$ cat src/its_div_cell.sv
// ----------------------------------------------------------------------------
// Divider cell
// One quotient bit per cell of a restoring unsigned divide.
// ----------------------------------------------------------------------------
module its_div_cell #(
    parameter int NW  = 67,
    parameter int DVW = 50
) (
    input  logic             i_clk,
    input  logic             i_rst_n,
    input  logic             i_en,
    input  logic             i_valid,
    input  logic [NW-1:0]    i_num,
    input  logic [DVW-1:0]   i_den,
    input  logic [DVW-1:0]   i_rem,
    input  logic [31:0]      i_q,
    input  logic             i_big,
    input  logic             i_ok,
    output logic             o_valid,
    output logic [NW-1:0]    o_num,
    output logic [DVW-1:0]   o_den,
    output logic [DVW-1:0]   o_rem,
    output logic [31:0]      o_q,
    output logic             o_big,
    output logic             o_ok
);

    logic [DVW:0] w_cur;
    logic [DVW:0] w_diff;
    logic         w_ge;

    assign w_cur  = {i_rem, i_num[NW-1]};
    assign w_ge   = (w_cur >= {1'b0, i_den});
    assign w_diff = w_cur - {1'b0, i_den};

    always_ff @(posedge i_clk) begin
        if (!i_rst_n) begin
            o_valid <= 1'b0;
        end else if (i_en) begin
            o_valid <= i_valid;
        end
    end

    always_ff @(posedge i_clk) begin
        if (i_en) begin
            o_num <= {i_num[NW-2:0], 1'b0};
            o_den <= i_den;
            o_rem <= w_ge ? w_diff[DVW-1:0] : w_cur[DVW-1:0];
            o_q   <= {i_q[30:0], w_ge};
            o_big <= i_big | i_q[31];
            o_ok  <= i_ok;
        end
    end

endmodule

$ cat config.mk
export PLATFORM = sky130hd
export DESIGN_NAME = its_div_cell
export DESIGN_NICKNAME = d
export VERILOG_FILES = /design/src/its_div_cell.sv
export SDC_FILE = /design/constraint.sdc
export NUM_CORES = 1
export LEC_CHECK = 0
export ABC_AREA = 1
export ABC_CLOCK_PERIOD_IN_PS = 4080
export BUFFER_PORTS_ARGS = -buffer_cell sky130_fd_sc_hd__buf_2
export CAP_MARGIN = 20
export CORE_MARGIN = 3
export CORE_UTILIZATION = 31
export DETAILED_ROUTE_END_ITERATION = 10
export SYNTH_ARGS = -nofsm -noshare
export SYNTH_HDL_FRONTEND = slang
export SYNTH_SLANG_ARGS = --single-unit
$ cat constraint.sdc
create_clock -name i_clk -period 4.08 [get_ports i_clk]
set_input_delay 0.612 -clock i_clk [delete_from_list [all_inputs] [get_ports i_clk]]
set_output_delay 0.612 -clock i_clk [all_outputs]
set_load 0.05 [all_outputs]
==> reports/qor.txt, run 1 <==
Final Skew: 0 ns
Starting Density: 0.318
Fraction of the yosys area taken by sequential cells: 0.526
Power Total: 6.58 mW
Largest net degree at the start of global routing: 93
Worst Tran Pin Value: 0.625 ns
Initial antenna violation count: 5
DRC: 0
Max_cap viols: 0
Fin util: 0.412
Normalized max-slew margin: 0.583
Post-route design area: 14,800 um^2
R2R cell count: 2
Fin Hold WS: 0.259 ns
I/O pin cnt: 407
Clk buf depth: 3
Die Wd: 198 um
Die H: 198 um
Post-CTS setup buffer count: 0
GPL Wtd Cong: 0.925
Die area: 39,300 um^2
Crit path cell chain: buf_2, inv_1, ha_1, nand2_1, nor2_2, inv_2, nor2_4, nand4_1, nand3b_2, nand2_2, nand3_4, buf_12, o21ai_0
Fillers: 3,696
Starting DRT DRC Count: 493
Crit-path leading delay family: simple AND/OR/NAND/NOR gates
CP Class: primary input to flop
Capture point of the worst reg-to-reg path: o_valid
Reg2Reg Launch Point: o_valid
Vias per cell: 4.51
WL per Instance: 18.6 um
Area Growth Syn to Fin: 29.3%
Worst hold path type: primary input to flop
Cell Rows: 69
Pins over their slew limit: 0
CTS Root Cell: clkbuf_16
Post-CTS Resized: 0
Placement Cell Area: 14,000 um^2
CTS tree: done
Place WS: 1.04 ns
Unique masters post-synth: 36
CTS sink cnt: 201
Min Tclk post-route: 2.50 ns
Total wire length: 41,600 um
Min-Delay Path Depth: 1
Dpl hpwl: 34,100 um
Cts hold-fix bufs: 0
Core area: 36,000 um^2
Worst hold start: i_num[49]
Cells after DPL: 2,194
Final cell count without fillers: 2,240
Overflow after GRT: 0
Cell Pwr Density: 444 nW/um^2
First-pass GRT wire length: 60,500 um
Slowest CP cell: ha_1
Ys Warns: 0
WP data arrival: 2.76 ns
Largest fanout on the critical path: 77
R2r setup slk: 3.42 ns
Routed Antenna Nets: 0
Setup WS post-layout: 1.58 ns
Port buffer count: 405
Vias post-DR: 10,100
Share of cells above drive strength 1: 0.286
Period utilization: 0.614
Mean area per synthesized cell: 8.57 um^2
Layout net count: 2,015
Clk slew on worst S/H paths: 0.06 ns
RSZ-0062 raised after global routing: no
VDD IR-drop max: 0.240 mV
Vias in the first global route: 10,300
Setup violations, final: 0
Status: completed
GR Util All Layers: 0.204
Skew-Pair Late Insertion Delay: 0.52 ns
Number of synthesized register bits: 201
Mapped Cells: 1,337
Hold Fails Final Rpt: 0
Syn_nets: 1,593
CP Capture Type: flop
Leak: 7.57 nW
Num CTS Buffers: 24
Startpoint types: primary input
Worst endpoint required time: 4.34 ns
Setup_tns: 0 ns
Cell Area, Synth: 11,500 um^2
CP bufs+invs: 4
Detailed-router iteration count before antenna repair: 5
Min-Delay Endpoint: o_num[50]
H-tree depth reported by CTS: 1
Slowest cell delay on critical path: 0.36 ns
Max Clk Rate: 399 MHz
-- report_power, final --
part,internal (mW),total (mW),switching [mW]
Clock,1.25,2.13,0.879
Combinational,0.457,1.87,1.41
Sequential,2.52,2.58,0.0603
Total,4.22,6.58,2.35
-- state kept, by name, summed over array words and instances (netlist names) --
signal and flops:
o_rem 50, o_ok 1, o_num 66, o_big 1, o_valid 1, o_q 32
o_den 50
-- layout by cell type (no fill, tap or decap), types with 2 or more instances in the layout --
cell type	n
nor3_2	2
clkbuf_16	25
clkinv_2	3
inv_6	2
o21ai_1	6
nor2_2	12
nand3b_1	16
inv_2	21
o21ai_0	25
nand2_1	455
o21bai_1	5
nor2_4	3
bufinv_16	2
and2_1	3
edfxtp_1	200
nand3_2	14
nand3_1	39
nor3_1	12
buf_12	2
a21oi_1	28
ha_1	50
nor2_1	78
clkinv_1	7
xor2_1	29
inv_1	272
diode_2	2
buf_4	4
nand2_2	6
nand4_1	33
or2_2	2
clkbuf_1	5
buf_2	404
clkinvlp_4	2
-- area by class of cell --
type	count	area, um^2	share of cell area
Tap cell	461	577	0.0389
Antenna cell	2	5.00	0.000338
Inverter	296	1110	0.0750
Sequential cell	201	6030	0.407
Clock inverter	14	131	0.00887
Timing Repair Buffer	411	2110	0.142
Clock buffer	30	644	0.0435
Multi-Input combinational cell	825	4220	0.285
-- Yosys cell counts --
master    instances  area [um^2]
a21oi_4           1         16.3
nor2_2           12         75.1
nor2_4            3         33.8
dfxtp_1           1         20.0
xor2_1           29          254
fa_1              1         20.0
nand3b_1         16          120
nand3_4           1         17.5
inv_1           272         1020
buf_2             4         20.0
nor2_1           78          293
a21oi_1          28          140
nor3_1           12         60.1
nand2_2           6         37.5
nand2_1         455         1710
buf_8             2         30.0
edfxtp_1        200         6010
buf_6             2         22.5
o21ai_0          25          125
and2_1            3         18.8
nand3_1          39          195
inv_2            21         78.8
clkbuf_1          6         22.5
clkinv_1          3         11.3
conb_1            1         3.75
buf_4             1         7.51
o21ai_1           6         30.0
nand4_1          33          206
nand3b_2          1         11.3
o21a_1            1         7.51
nor4_1            1         6.26
nor3_2            2         20.0
o21bai_1          5         37.5
or2_2             2         12.5
nand3_2          14          140
ha_1             50          626
-- routing by layer --
layer | GRT usage | up-vias | share of wire
met5 | 0 | - | 0.00087
met4 | 0.0556 | 6 | 0.027
met3 | 0.0386 | 64 | 0.067
met2 | 0.369 | 334 | 0.50
met1 | 0.248 | 4640 | 0.41
li1 | - | 5067 | -
-- how the worst max path moves through the flow --
stage	start	endpoint	slack (ns)	cells after the start
after CTS	i_den[17]	o_rem[19]	1.59	13
after global routing	i_den[24]	o_rem[5]	1.45	13
final	i_den[17]	o_rem[6]	1.58	13
after global placement	i_den[32]	o_rem[41]	1.02	12
after floorplan	i_den[46]	o_rem[49]	1.63	14
after detailed placement	i_den[17]	o_rem[8]	1.04	13
-- logic make-up after synthesis --
group | count (synthesis) | synth area share
xor gates and xnor gates | 29 | 0.0222
other | 1 | 0.000327
and+or+nand+nor | 678 | 0.258
buffers and inverters | 311 | 0.106
AOI/OAI and AO/OA | 66 | 0.0311
DFF | 201 | 0.526
adders and majority gates | 51 | 0.0564
Power figures use the tool's default switching activity.
==> run 2: changes to the inputs <==
ABC_CLOCK_PERIOD_IN_PS = 2500   (was 4080)
clock period = 2.5 ns   (was 4.08 ns; I/O delays follow)
==> run 2 against run 1 <==
  * Cell count grew 6.5%
  * Sequential power increased by 63%
  * Core utilization is 3.6 points higher
  * Wire length up 2.4%
  * Critical endpoint is now o_rem[32]
  * Largest cell class unchanged
==> reports/qor.txt, run 2 (synthesis gave the netlist of run 1 again) <==
Status: completed
Int Power: 7.30 mW
Skew-Pair Late Insertion Delay: 0.52 ns
Most frequent CP cell: nand2_1
Port buffer count: 405
Met1 usage: 0.248
Max Clk Rate: 482 MHz
Startpoint types: primary input
WL per Instance: 17.8 um
Vias in the first global route: 10,800
CTS tree: done
Die H: 198 um
H-tree depth reported by CTS: 1
CP Capture Type: flop
Leak: 8.30 nW
Sw frac: 0.347
Final Skew: 0 ns
Cell Pwr Density: 694 nW/um^2
Layout net count: 2,160
Logic pwr share: 0.295
Slowest cell delay on critical path: 0.43 ns
Post-route design area: 16,100 um^2
VDD IR-drop max: 0.441 mV
Grt met3 use: 0.0451
Min Tclk post-route: 2.08 ns
Initial antenna violation count: 8
Start point of the critical path: i_num[66]
Largest fanout on the critical path: 4
Share of cells above drive strength 1: 0.320
GR Util All Layers: 0.208
Cell Rows: 69
Core area: 36,000 um^2
Dpl hpwl: 35,300 um
Pins over their slew limit: 0
Top Registers: o_num x66, o_den x50, o_rem x50
Starting DRT DRC Count: 412
CTS Root Cell: clkbuf_16
RSZ-0062 raised after global routing: no
Clk network pwr share: 0.329
Register area: 6030 um^2
CP Class: primary input to flop
Area Growth Syn to Fin: 40.7%
GPL Wtd Cong: 0.915
Total wire length: 42,600 um
Setup violations, final: 0
Area occupied by multi-input gates: 4220 um^2
Slowest CP cell: fa_1
Psw: 3.88 mW
Clk slew on worst S/H paths: 0.06 ns
Fin util: 0.448
Max_cap viols: 0
Worst hold start: i_q[14]
First-pass GRT wire length: 62,000 um
Period utilization: 0.830
GR Util met2: 0.380
Fin Hold WS: 0.0241 ns
Placement Cell Area: 14,800 um^2
Hold Fails Final Rpt: 0
Overflow after GRT: 0
CTS sink cnt: 201
Post-CTS Resized: 0
Vias post-DR: 10,500
Largest Register: o_num
Crit path cell chain: buf_2, inv_1, ha_1, inv_1, fa_1, nand2_1, nand3_1, nand3_1, nand2_1, nand2_1, nand2_1, nand2_1, nand2_1, xor2_1, nand2_1, nand2_1
Die area: 39,300 um^2
Crit-path leading delay family: simple AND/OR/NAND/NOR gates
WP data arrival: 2.36 ns
Max reg flops: 66
Largest net degree at the start of global routing: 67
Most frequent cells in the layout: 455 x nand2_1, 404 x buf_2, 272 x inv_1, 200 x edfxtp_1, 101 x buf_4
CP bufs+invs: 3
Most common cell after layout, fill and taps aside: nand2_1
Power Total: 11.2 mW
I/O pin cnt: 407
Die Wd: 198 um
Vias per cell: 4.41
Worst endpoint required time: 2.79 ns
Detailed-router iteration count before antenna repair: 4
Routed Antenna Nets: 0
DRC: 0
Worst hold path type: primary input to flop
Fillers: 3,621
Starting Density: 0.318
Num CTS Buffers: 24
Busiest grt layer: met2
Sequential share of power: 0.376
Reg2Reg Launch Point: o_valid
Clk buf depth: 3
==> run 2: cell types whose count changed in the layout (fill, tap and decap cells not counted), moves of 2 or more <==
cell,before,now
clkinv_1,7,5
dlygate4sd3_1,0,44
clkinv_2,3,5
clkbuf_1,5,2
inv_6,2,4
bufinv_16,2,4
buf_12,2,6
buf_4,4,101
==> run 2: stage by stage <==
step,instances,setup slack [ns],setup TNS (ns)
final,2385,0.425,0
after global routing,2384,0.252,0
after CTS,2378,0.435,0
after detailed placement,2295,-0.124,-3.60
after global placement,2295,-0.114,-3.32
after floorplan,1337,0.290,0
==> run 2: what timing repair did <==
item | 4_1_cts | 5_1_grt
setup endpoints to repair | 0 | 0
endpoints found under the hold margin | 40 | 4
setup buffers | 0 | 0
hold buffers | 40 | 4
==> run 2: path summary, 6_finish.rpt <==
check / end / slack (ns) / cells after the start
max: o_rem[32] / 0.42 / 16
min: o_q[15] / 0.02 / 1
max reg2reg: o_valid / 1.84 / 2
min reg2reg: o_valid / 0.57 / 2
==> run 2: power by group through the flow <==
stage	Clock, mW	Sequential, mW	Combinational [mW]
2_1_floorplan	0	5.42	0.970
3_3_place_gp	0	4.29	3.24
3_5_place_dp	0	4.29	3.26
4_1_cts	3.79	4.22	3.32
5_1_grt	3.90	4.24	3.56
6_report	3.68	4.21	3.29
==> run 2: area by class of cell <==
| class | instances | share of cell area |
|---|---|---|
| Inverter | 296 | 0.0689 |
| Antenna cell | 3 | 0.000466 |
| Multi-Input combinational cell | 825 | 0.262 |
| Sequential cell | 201 | 0.374 |
| Clock buffer | 27 | 0.0393 |
| Clock inverter | 16 | 0.0121 |
| Timing Repair Buffer | 556 | 0.208 |
| Tap cell | 461 | 0.0358 |
==> run 2: per-layer routing <==
| layer | vias to the layer above | wire, um |
|---|---|---|
| met5 | - | 63 |
| met4 | 10 | 1020 |
| met3 | 66 | 2690 |
| met2 | 310 | 21400 |
| met1 | 4757 | 17400 |
| li1 | 5363 | - |
