File: src/its_sqrt_cell.sv
// ----------------------------------------------------------------------------
// Square root cell
// One root bit per cell of a restoring integer square root, with sideband.
// ----------------------------------------------------------------------------
module its_sqrt_cell #(
    parameter int SW = 50,
    parameter int TW = 8
) (
    input  logic              i_clk,
    input  logic              i_rst_n,
    input  logic              i_en,
    input  logic              i_valid,
    input  logic [2*SW-1:0]   i_rad,
    input  logic [SW+1:0]     i_rem,
    input  logic [SW-1:0]     i_root,
    input  logic [TW-1:0]     i_tag,
    output logic              o_valid,
    output logic [2*SW-1:0]   o_rad,
    output logic [SW+1:0]     o_rem,
    output logic [SW-1:0]     o_root,
    output logic [TW-1:0]     o_tag
);

    logic [SW+3:0] w_cur;
    logic [SW+3:0] w_trial;
    logic [SW+3:0] w_diff;
    logic          w_ge;

    assign w_cur   = {i_rem, i_rad[2*SW-1 -: 2]};
    assign w_trial = {2'b00, i_root, 2'b01};
    assign w_diff  = w_cur - w_trial;
    assign w_ge    = (w_cur >= w_trial);

    always_ff @(posedge i_clk) begin
        if (!i_rst_n) begin
            o_valid <= 1'b0;
        end else if (i_en) begin
            o_valid <= i_valid;
        end
    end

    always_ff @(posedge i_clk) begin
        if (i_en) begin
            o_rad  <= {i_rad[2*SW-3:0], 2'b00};
            o_rem  <= w_ge ? w_diff[SW+1:0] : w_cur[SW+1:0];
            o_root <= {i_root[SW-2:0], w_ge};
            o_tag  <= i_tag;
        end
    end

endmodule

File: config.mk
export PLATFORM = sky130hd
export DESIGN_NAME = its_sqrt_cell
export DESIGN_NICKNAME = d
export VERILOG_FILES = /design/src/its_sqrt_cell.sv
export SDC_FILE = /design/constraint.sdc
export NUM_CORES = 1
export LEC_CHECK = 0
export BUFFER_PORTS_ARGS = -buffer_cell sky130_fd_sc_hd__buf_2
export CAP_MARGIN = 20
export CORE_AREA = 2 2 163 165
export DETAILED_ROUTE_END_ITERATION = 10
export DIE_AREA = 0 0 165 167
export PLACE_DENSITY = 0.78
export SLEW_MARGIN = 40
export SYNTH_ARGS = -nofsm -noshare
export SYNTH_HDL_FRONTEND = slang
export SYNTH_SLANG_ARGS = --single-unit
File: constraint.sdc
create_clock -name i_clk -period 3.8 [get_ports i_clk]
set_input_delay 0 -clock i_clk [delete_from_list [all_inputs] [get_ports i_clk]]
set_output_delay 0 -clock i_clk [all_outputs]
set_load 0.005 [all_outputs]
==> metrics.md, run 1 <==
| Metric | Value |
|---|---|
| RSZ-0062 raised after global routing | `false` |
| Async set-or-reset flop fraction in the synthesized netlist | `0%` |
| DR WL/cell | `21.01 microns` |
| Placed cell areas | `12,960 sq um` |
| DR pass1 iterations | `7` |
| Fmax | `277.8 MHz` |
| Die area | `27,560 sq um` |
| Comb pwr share | `21.8%` |
| Metal2 WL | `19,700 microns` |
| Warnings from Yosys | `0` |
| Main synth FF type | `edfxtp_1` |
| CTS max path bufs | `3` |
| Initial Util | `40.49%` |
| Relative slew margins | `49.05%` |
| Clock Latency Late Sink | `520 ps` |
| Share of cells above drive strength 1 | `35.67%` |
| Setup CP Type | `input pin to flip-flop` |
| Required @ worst endpoint | `4070 ps` |
| Post-synthesis cell area | `10,430 sq um` |
| First-pass GRT wire length | `55,130 microns` |
| Status | `complete, no violations` |
| Seq pwr share | `42.9%` |
| Clock skew | `0 ps` |
| H-tree Lvls | `1` |
| Overflow after GRT | `0` |
| Post-CTS resize count | `0` |
| Fin crit period | `3600 ps` |
| Max-cap viol count | `0` |
| Final Max Slew Viols | `0` |
| Switching Share | `26.28%` |
| Final wirelength | `37,990 microns` |
| Final Hold Viols | `0` |
| Leak Pwr | `6.998 nW` |
| Met1 wire length | `14,150 microns` |
| Worst Tran Pin Value | `756.2 ps` |
| Cells after Synth | `805` |
| Final HPWL DP | `26,700 microns` |
| Sequential area share after synthesis | `60.06%` |
| Post-Layout Inst Area | `15,890 sq um` |
| Clock root buffer | `clkbuf_16` |
| Crit path largest cell delay | `570 ps` |
| Synth top area cells | `edfxtp_1, ha_1, mux2_4, a21oi_1, inv_1` |
| Yosys top cell area share | `59.87%` |
| Gpl congestion | `0.8718` |
| Flop2flop setup slack | `2660 ps` |
| R2r worst-path depth | `3` |
| Critical Path AT | `3870 ps` |
| Internal Power | `4.969 mW` |
| Number of global-route vias before repair | `9,581` |
| Clock network power share | `35.3%` |
| # DRC | `0` |
| Cts bufs inserted | `24` |
| Vias post-DR | `9,236` |
| # port buffers | `422` |
| Slowest cell on the critical path | `or4_1` |
| Antenna violations before repair | `6` |
| CORE AREA | `25,760 sq um` |
| Die Ht | `167 microns` |
| Worst setup endpoint | `o_rem[14]` |
| Final worst-path cycle share | `94.73%` |
| Worst VDD drop | `0.0003839 V` |
| CTS tree | `yes` |
| Area leader, netlist | `edfxtp_1` |
| Psw | `1.772 mW` |
| Number of synthesized register bits | `209` |
| Hold Crit Class | `input pin to flip-flop` |
| Routed wl met3 | `2665 microns` |
| Pwr dens | `424.2 nW/um^2` |
| Final setup violation count | `0` |
| Worst-path cell chain | `dlygate4sd3_1 > buf_2 > inv_1 > ha_1 > nand4_1 > nor3_1 > inv_1 > or4_1 > o211a_1 > o21ai_4 > nor2_4 > buf_8 > buf_4 > mux2_4` |
| Crit path from | `i_root[16]` |
| Synth cell types | `60` |
| Nets | `1,717` |
| Die W | `165 microns` |
| Crit path top cell by count | `inv_1` |
| DR top layer | `met5` |
| IO Count | `425` |
| DRT iter0 DRCs | `764` |
| Syn Area/Cell | `12.96 sq um` |
| Post-synth EDFFs | `208` |
| Worst Path Max Fanout | `13` |
| FF-to-FF End | `o_valid` |
| Setup crit start kind | `input pin` |
| Area Overhead vs Synth | `52.31%` |
| Largest net degree at the start of global routing | `81` |
| Vias per std cell | `5.108` |
| Worst reg2reg startpoint | `o_valid` |
| Clk pin slew, worst setup/hold paths | `60 ps` |
| Final setup TNS | `0 ps` |
| Setup crit end kind | `flip-flop` |
| Final ANT Viol Nets | `0` |
| # rows | `59` |
| Clock Sinks | `209` |
| All-Layer GR Usage | `26.50%` |
==> sequential cells by signal (all words and copies together), names as in the netlist <==
name	flops
o_rem	52
o_tag	8
o_root	50
o_valid	1
o_rad	98
==> stage by stage <==
stage	cells	util [%]	setup WS, ps	hold slack [ps]	power [mW]
CTS	1803	61.58	231.9	34.37	6.742
detailed placement	1550	50.30	235.0	178.1	4.191
finish	1808	61.68	200.3	58.20	6.740
global route	1808	61.68	5.490	45.65	7.005
floorplan	806	-	1079	98.87	3.590
global placement	1549	50.19	324.3	177.2	4.164
==> timing repair <==
item | 4_1_cts | 5_1_grt
buffers inserted | 0 | 0
hold buffers | 209 | 0
endpoints found under the hold margin | 258 | 0
==> synth_stat cells (4+ instances only) <==
cell       count
a21o_1        20
inv_1         66
a21oi_1       54
xnor2_1       28
and2_1         5
o31ai_1        8
buf_6          5
o2111ai_1      4
or3_1          4
a21boi_0       4
ha_1          52
nand4_1       14
o21a_1         9
nor3_1        16
o21ai_0       43
nand2_1       47
a31oi_1        8
buf_4          5
o21bai_1      15
nor2b_1        5
nand3_1       19
nor2_1        33
edfxtp_1     208
buf_2          9
a211oi_1       8
o211ai_1       4
mux2_4        38
xor2_1        17
and3_1         4
clkbuf_1       8
==> cell type report <==
class	count	area, sq um
fillers	1950	9873
flip-flops and latches	209	6266
repair buffers	646	4379
multi-input cells	504	3755
clock buffers	33	685.7
well taps	335	419.2
inverters	66	247.7
clock inverters	11	127.6
diodes	4	10.01
==> worst min-delay path by stage <==
stage / startpoint / end / cells past startpoint
2_1_floorplan: i_rad[8] / o_rad[10] / 0
3_3_place_gp: i_rad[94] / o_rad[96] / 1
3_5_place_dp: i_rad[15] / o_rad[17] / 1
4_1_cts: i_rem[44] / o_rem[46] / 3
5_1_grt: i_rem[44] / o_rem[46] / 3
6_report: i_rem[44] / o_rem[46] / 3
==> layout by cell type, fill, tap and decap left out, types with 4 or more instances in the layout <==
cell type      instances
edfxtp_1             208
nor2b_1                5
o31ai_1                8
clkbuf_1               5
or3_1                  4
and2_1                 5
nor3_1                16
ha_1                  52
xnor2_1               28
a21oi_1               54
buf_4                 11
dlygate4sd3_1        209
a31oi_1                8
o21bai_1              15
a21o_1                20
mux2_4                38
o21a_1                 9
o21ai_0               43
diode_2                4
inv_1                 66
a211oi_1               8
nand2_1               47
and3_1                 4
a21boi_0               4
nand3_1               19
xor2_1                17
buf_2                421
o211ai_1               4
nand4_1               14
o2111ai_1              4
clkinv_4               5
clkbuf_16             25
nor2_1                33
==> power by group through the flow <==
stage	combinational (mW)	sequential, mW	clock, mW
after floorplan	0.630	2.96	0
after global placement	1.24	2.92	0
after detailed placement	1.27	2.93	0
after CTS	1.45	2.88	2.41
after global routing	1.59	2.91	2.51
final	1.47	2.89	2.38
==> layer usage <==
| metal | track usage, % | vias to the layer above |
|---|---|---|
| met2 | 48.79 | 397 |
| met1 | 29.96 | 4420 |
| met3 | 5.330 | 84 |
| li1 | - | 4331 |
| met4 | 9.527 | 4 |
| met5 | 0 | - |
==> worst max-delay path, delay by kind of cell <==
family | cells | cell delay, ps
AOI/OAI and AO/OA | 2 | 550
adders and majority gates | 1 | 430
buffers and inverters | 6 | 1230
muxes | 1 | 310
and+or+nand+nor | 4 | 1330
==> cells by family after synthesis <==
group | share of synthesized area [%]
xor gates and xnor gates | 3.778
other | 0.03595
adders and majority gates | 6.236
AOI/OAI and AO/OA | 12.75
muxes | 5.661
buffers and inverters | 3.994
DFF | 60.06
and+or+nand+nor | 7.484
(Power assumes the default switching activity.)
==> run 2: changes to the inputs <==
--- a/config.mk
+++ b/config.mk
@@ -7,10 +7,11 @@
 export LEC_CHECK = 0
 export BUFFER_PORTS_ARGS = -buffer_cell sky130_fd_sc_hd__buf_2
 export CAP_MARGIN = 20
-export CORE_AREA = 2 2 163 165
+export CORE_AREA = 2 2 166 168
+export CTS_BUF_LIST = sky130_fd_sc_hd__clkbuf_4 sky130_fd_sc_hd__clkbuf_8
 export DETAILED_ROUTE_END_ITERATION = 10
-export DIE_AREA = 0 0 165 167
-export PLACE_DENSITY = 0.78
+export DIE_AREA = 0 0 168 170
+export PLACE_DENSITY = 0.76
 export SLEW_MARGIN = 40
 export SYNTH_ARGS = -nofsm -noshare
 export SYNTH_HDL_FRONTEND = slang
==> metrics.md, run 2 (synthesis results as in run 1) <==
| Metric | Value |
|---|---|
| Switching Share | `28.07%` |
| Setup crit start kind | `input pin` |
| Setup ws final | `370.9 ps` |
| Post-CTS setup buffer count | `0` |
| FF+latch area | `6266 sq um` |
| Hold_ws | `171.2 ps` |
| IO Count | `425` |
| # port buffers | `422` |
| CTS max path bufs | `3` |
| RSZ-0062 raised after global routing | `false` |
| Area Overhead vs Synth | `51.64%` |
| Initial Util | `39.15%` |
| Final Hold Viols | `0` |
| All-Layer GR Usage | `26.11%` |
| First-pass GRT wire length | `56,680 microns` |
| Hold Crit Depth | `2` |
| CP top delay family | `simple AND/OR/NAND/NOR gates` |
| Clock skew | `0 ps` |
| Largest regs | `o_rad x98, o_rem x52, o_root x50` |
| Die Ht | `170 microns` |
| Area of the multi-input gates | `3760 sq um` |
| Final Max Slew Viols | `0` |
| DRT iter0 DRCs | `682` |
| Commonest non-fill, non-tap cell in the layout | `buf_2` |
| Crit path depth | `13` |
| Antenna violations before repair | `5` |
| Critical Path AT | `3710 ps` |
| Worst VDD drop | `0.0003080 V` |
| Post-CTS resize count | `0` |
| Number of global-route vias before repair | `9,690` |
| Gpl congestion | `0.8991` |
| Final worst-path cycle share | `90.24%` |
| Post-Place Worst Slack | `414.7 ps` |
| Worst-path cell chain | `dlygate4sd3_1 > buf_2 > inv_1 > ha_1 > nand4_1 > nor3_1 > inv_1 > or4_1 > o211a_1 > o21ai_4 > nor2_4 > buf_4 > mux2_4` |
| Final setup TNS | `0 ps` |
| # DRC | `0` |
| Slowest cell on the critical path | `or4_1` |
| Hold Buf Count CTS | `209` |
| Seq pwr share | `43.6%` |
| # fillers | `2,118` |
| DR WL/cell | `21.39 microns` |
| Final Power | `6.621 mW` |
| Die W | `168 microns` |
| Crit path largest cell delay | `570 ps` |
| Die area | `28,560 sq um` |
| Clock root buffer | `clkbuf_8` |
| R2r worst-path depth | `3` |
| Clk pin slew, worst setup/hold paths | `60 ps` |
| Largest net degree at the start of global routing | `116` |
| Nets | `1,731` |
| Vias post-DR | `9,328` |
| Largest reg by FF count | `o_rad` |
| Fmax | `291.6 MHz` |
| Final setup violation count | `0` |
| H-tree Lvls | `2` |
| Comb pwr share | `22.3%` |
| Final HPWL DP | `26,750 microns` |
| Pwr dens | `418.5 nW/um^2` |
| Relative slew margins | `51.60%` |
| Final Util | `59.36%` |
| Max FFs per register | `98` |
| Status | `complete, no violations` |
| Clock Latency Late Sink | `530 ps` |
| Overflow after GRT | `0` |
| Setup CP Type | `input pin to flip-flop` |
| Clock network power share | `34.1%` |
| Final ANT Viol Nets | `0` |
| Internal Power | `4.763 mW` |
| Vias per std cell | `5.081` |
| Sum of buffers and inverters on the critical path | `5` |
| DR pass1 iterations | `5` |
| Leak Pwr | `6.987 nW` |
| CTS tree | `yes` |
| Worst Path Max Fanout | `32` |
| Hold Crit Class | `input pin to flip-flop` |
| Clock Sinks | `209` |
| Setup crit end kind | `flip-flop` |
| Psw | `1.858 mW` |
| # rows | `60` |
| Fin crit period | `3429 ps` |
| Final wirelength | `39,270 microns` |
| CORE AREA | `26,650 sq um` |
| Most frequent cells in the layout | `buf_2, dlygate4sd3_1, edfxtp_1` |
| Required @ worst endpoint | `4080 ps` |
| Worst Tran Pin Value | `721.7 ps` |
| Cts bufs inserted | `39` |
| Max-cap viol count | `0` |
| Share of cells above drive strength 1 | `36.66%` |
| Crit path top cell by count | `inv_1` |
-- run 2: cell types whose count changed in the layout (fill, tap and decap cells not counted), sizes merged --
cell	before	now
clkbuf	33	49
clkinv	8	14
buf	437	435
clkinvlp	0	2
diode	4	3
dlygate4sd3	209	210
-- run 2: metal layers --
layer	vias up	wire, microns	GRT usage (%)
met2	444	19810	46.37
met4	4	1648	12.10
met1	4435	15010	29.97
met5	-	27	0
li1	4354	-	-
met3	91	2763	6.047
-- run 2: worst paths after layout --
| path | startpoint | to | slack [ps] |
|---|---|---|---|
| worst max register to register | o_valid | o_valid | 2630 |
| worst min register to register | o_valid | o_valid | 1110 |
| worst max-delay path | i_root[17] | o_rem[20] | 370 |
| worst min-delay path | i_tag[0] | o_tag[0] | 170 |
-- run 2: layout make-up --
cell class | count | share of cell area (%)
clock inverter | 19 | 1.004
sequential | 209 | 39.61
clock buffer | 49 | 3.867
multi-input combinational | 504 | 23.77
antenna | 3 | 0.04745
timing repair buffer | 645 | 27.44
inverter | 66 | 1.566
tap | 341 | 2.697
-- run 2: worst reg2reg max path, stage by stage, from the launching register on --
cell,delay [ps]
dfxtp_1,340
mux2i_1,70
nor2b_1,150
dlygate4sd3_1,560
-- run 2: power groups by stage --
stage          Sequential (mW)  Combinational, mW  Clock (mW)
2_1_floorplan             2.96              0.630           0
3_3_place_gp              2.92               1.25           0
3_5_place_dp              2.92               1.27           0
4_1_cts                   2.88               1.45        2.27
5_1_grt                   2.91               1.58        2.39
6_report                  2.89               1.48        2.25
-- run 2: per-stage QoR --
step | instances | cell area, sq um
2_1_floorplan | 806 | 10440
3_3_place_gp | 1554 | 12910
3_5_place_dp | 1554 | 12910
4_1_cts | 1831 | 15780
5_1_grt | 1835 | 15820
6_report | 1836 | 15820
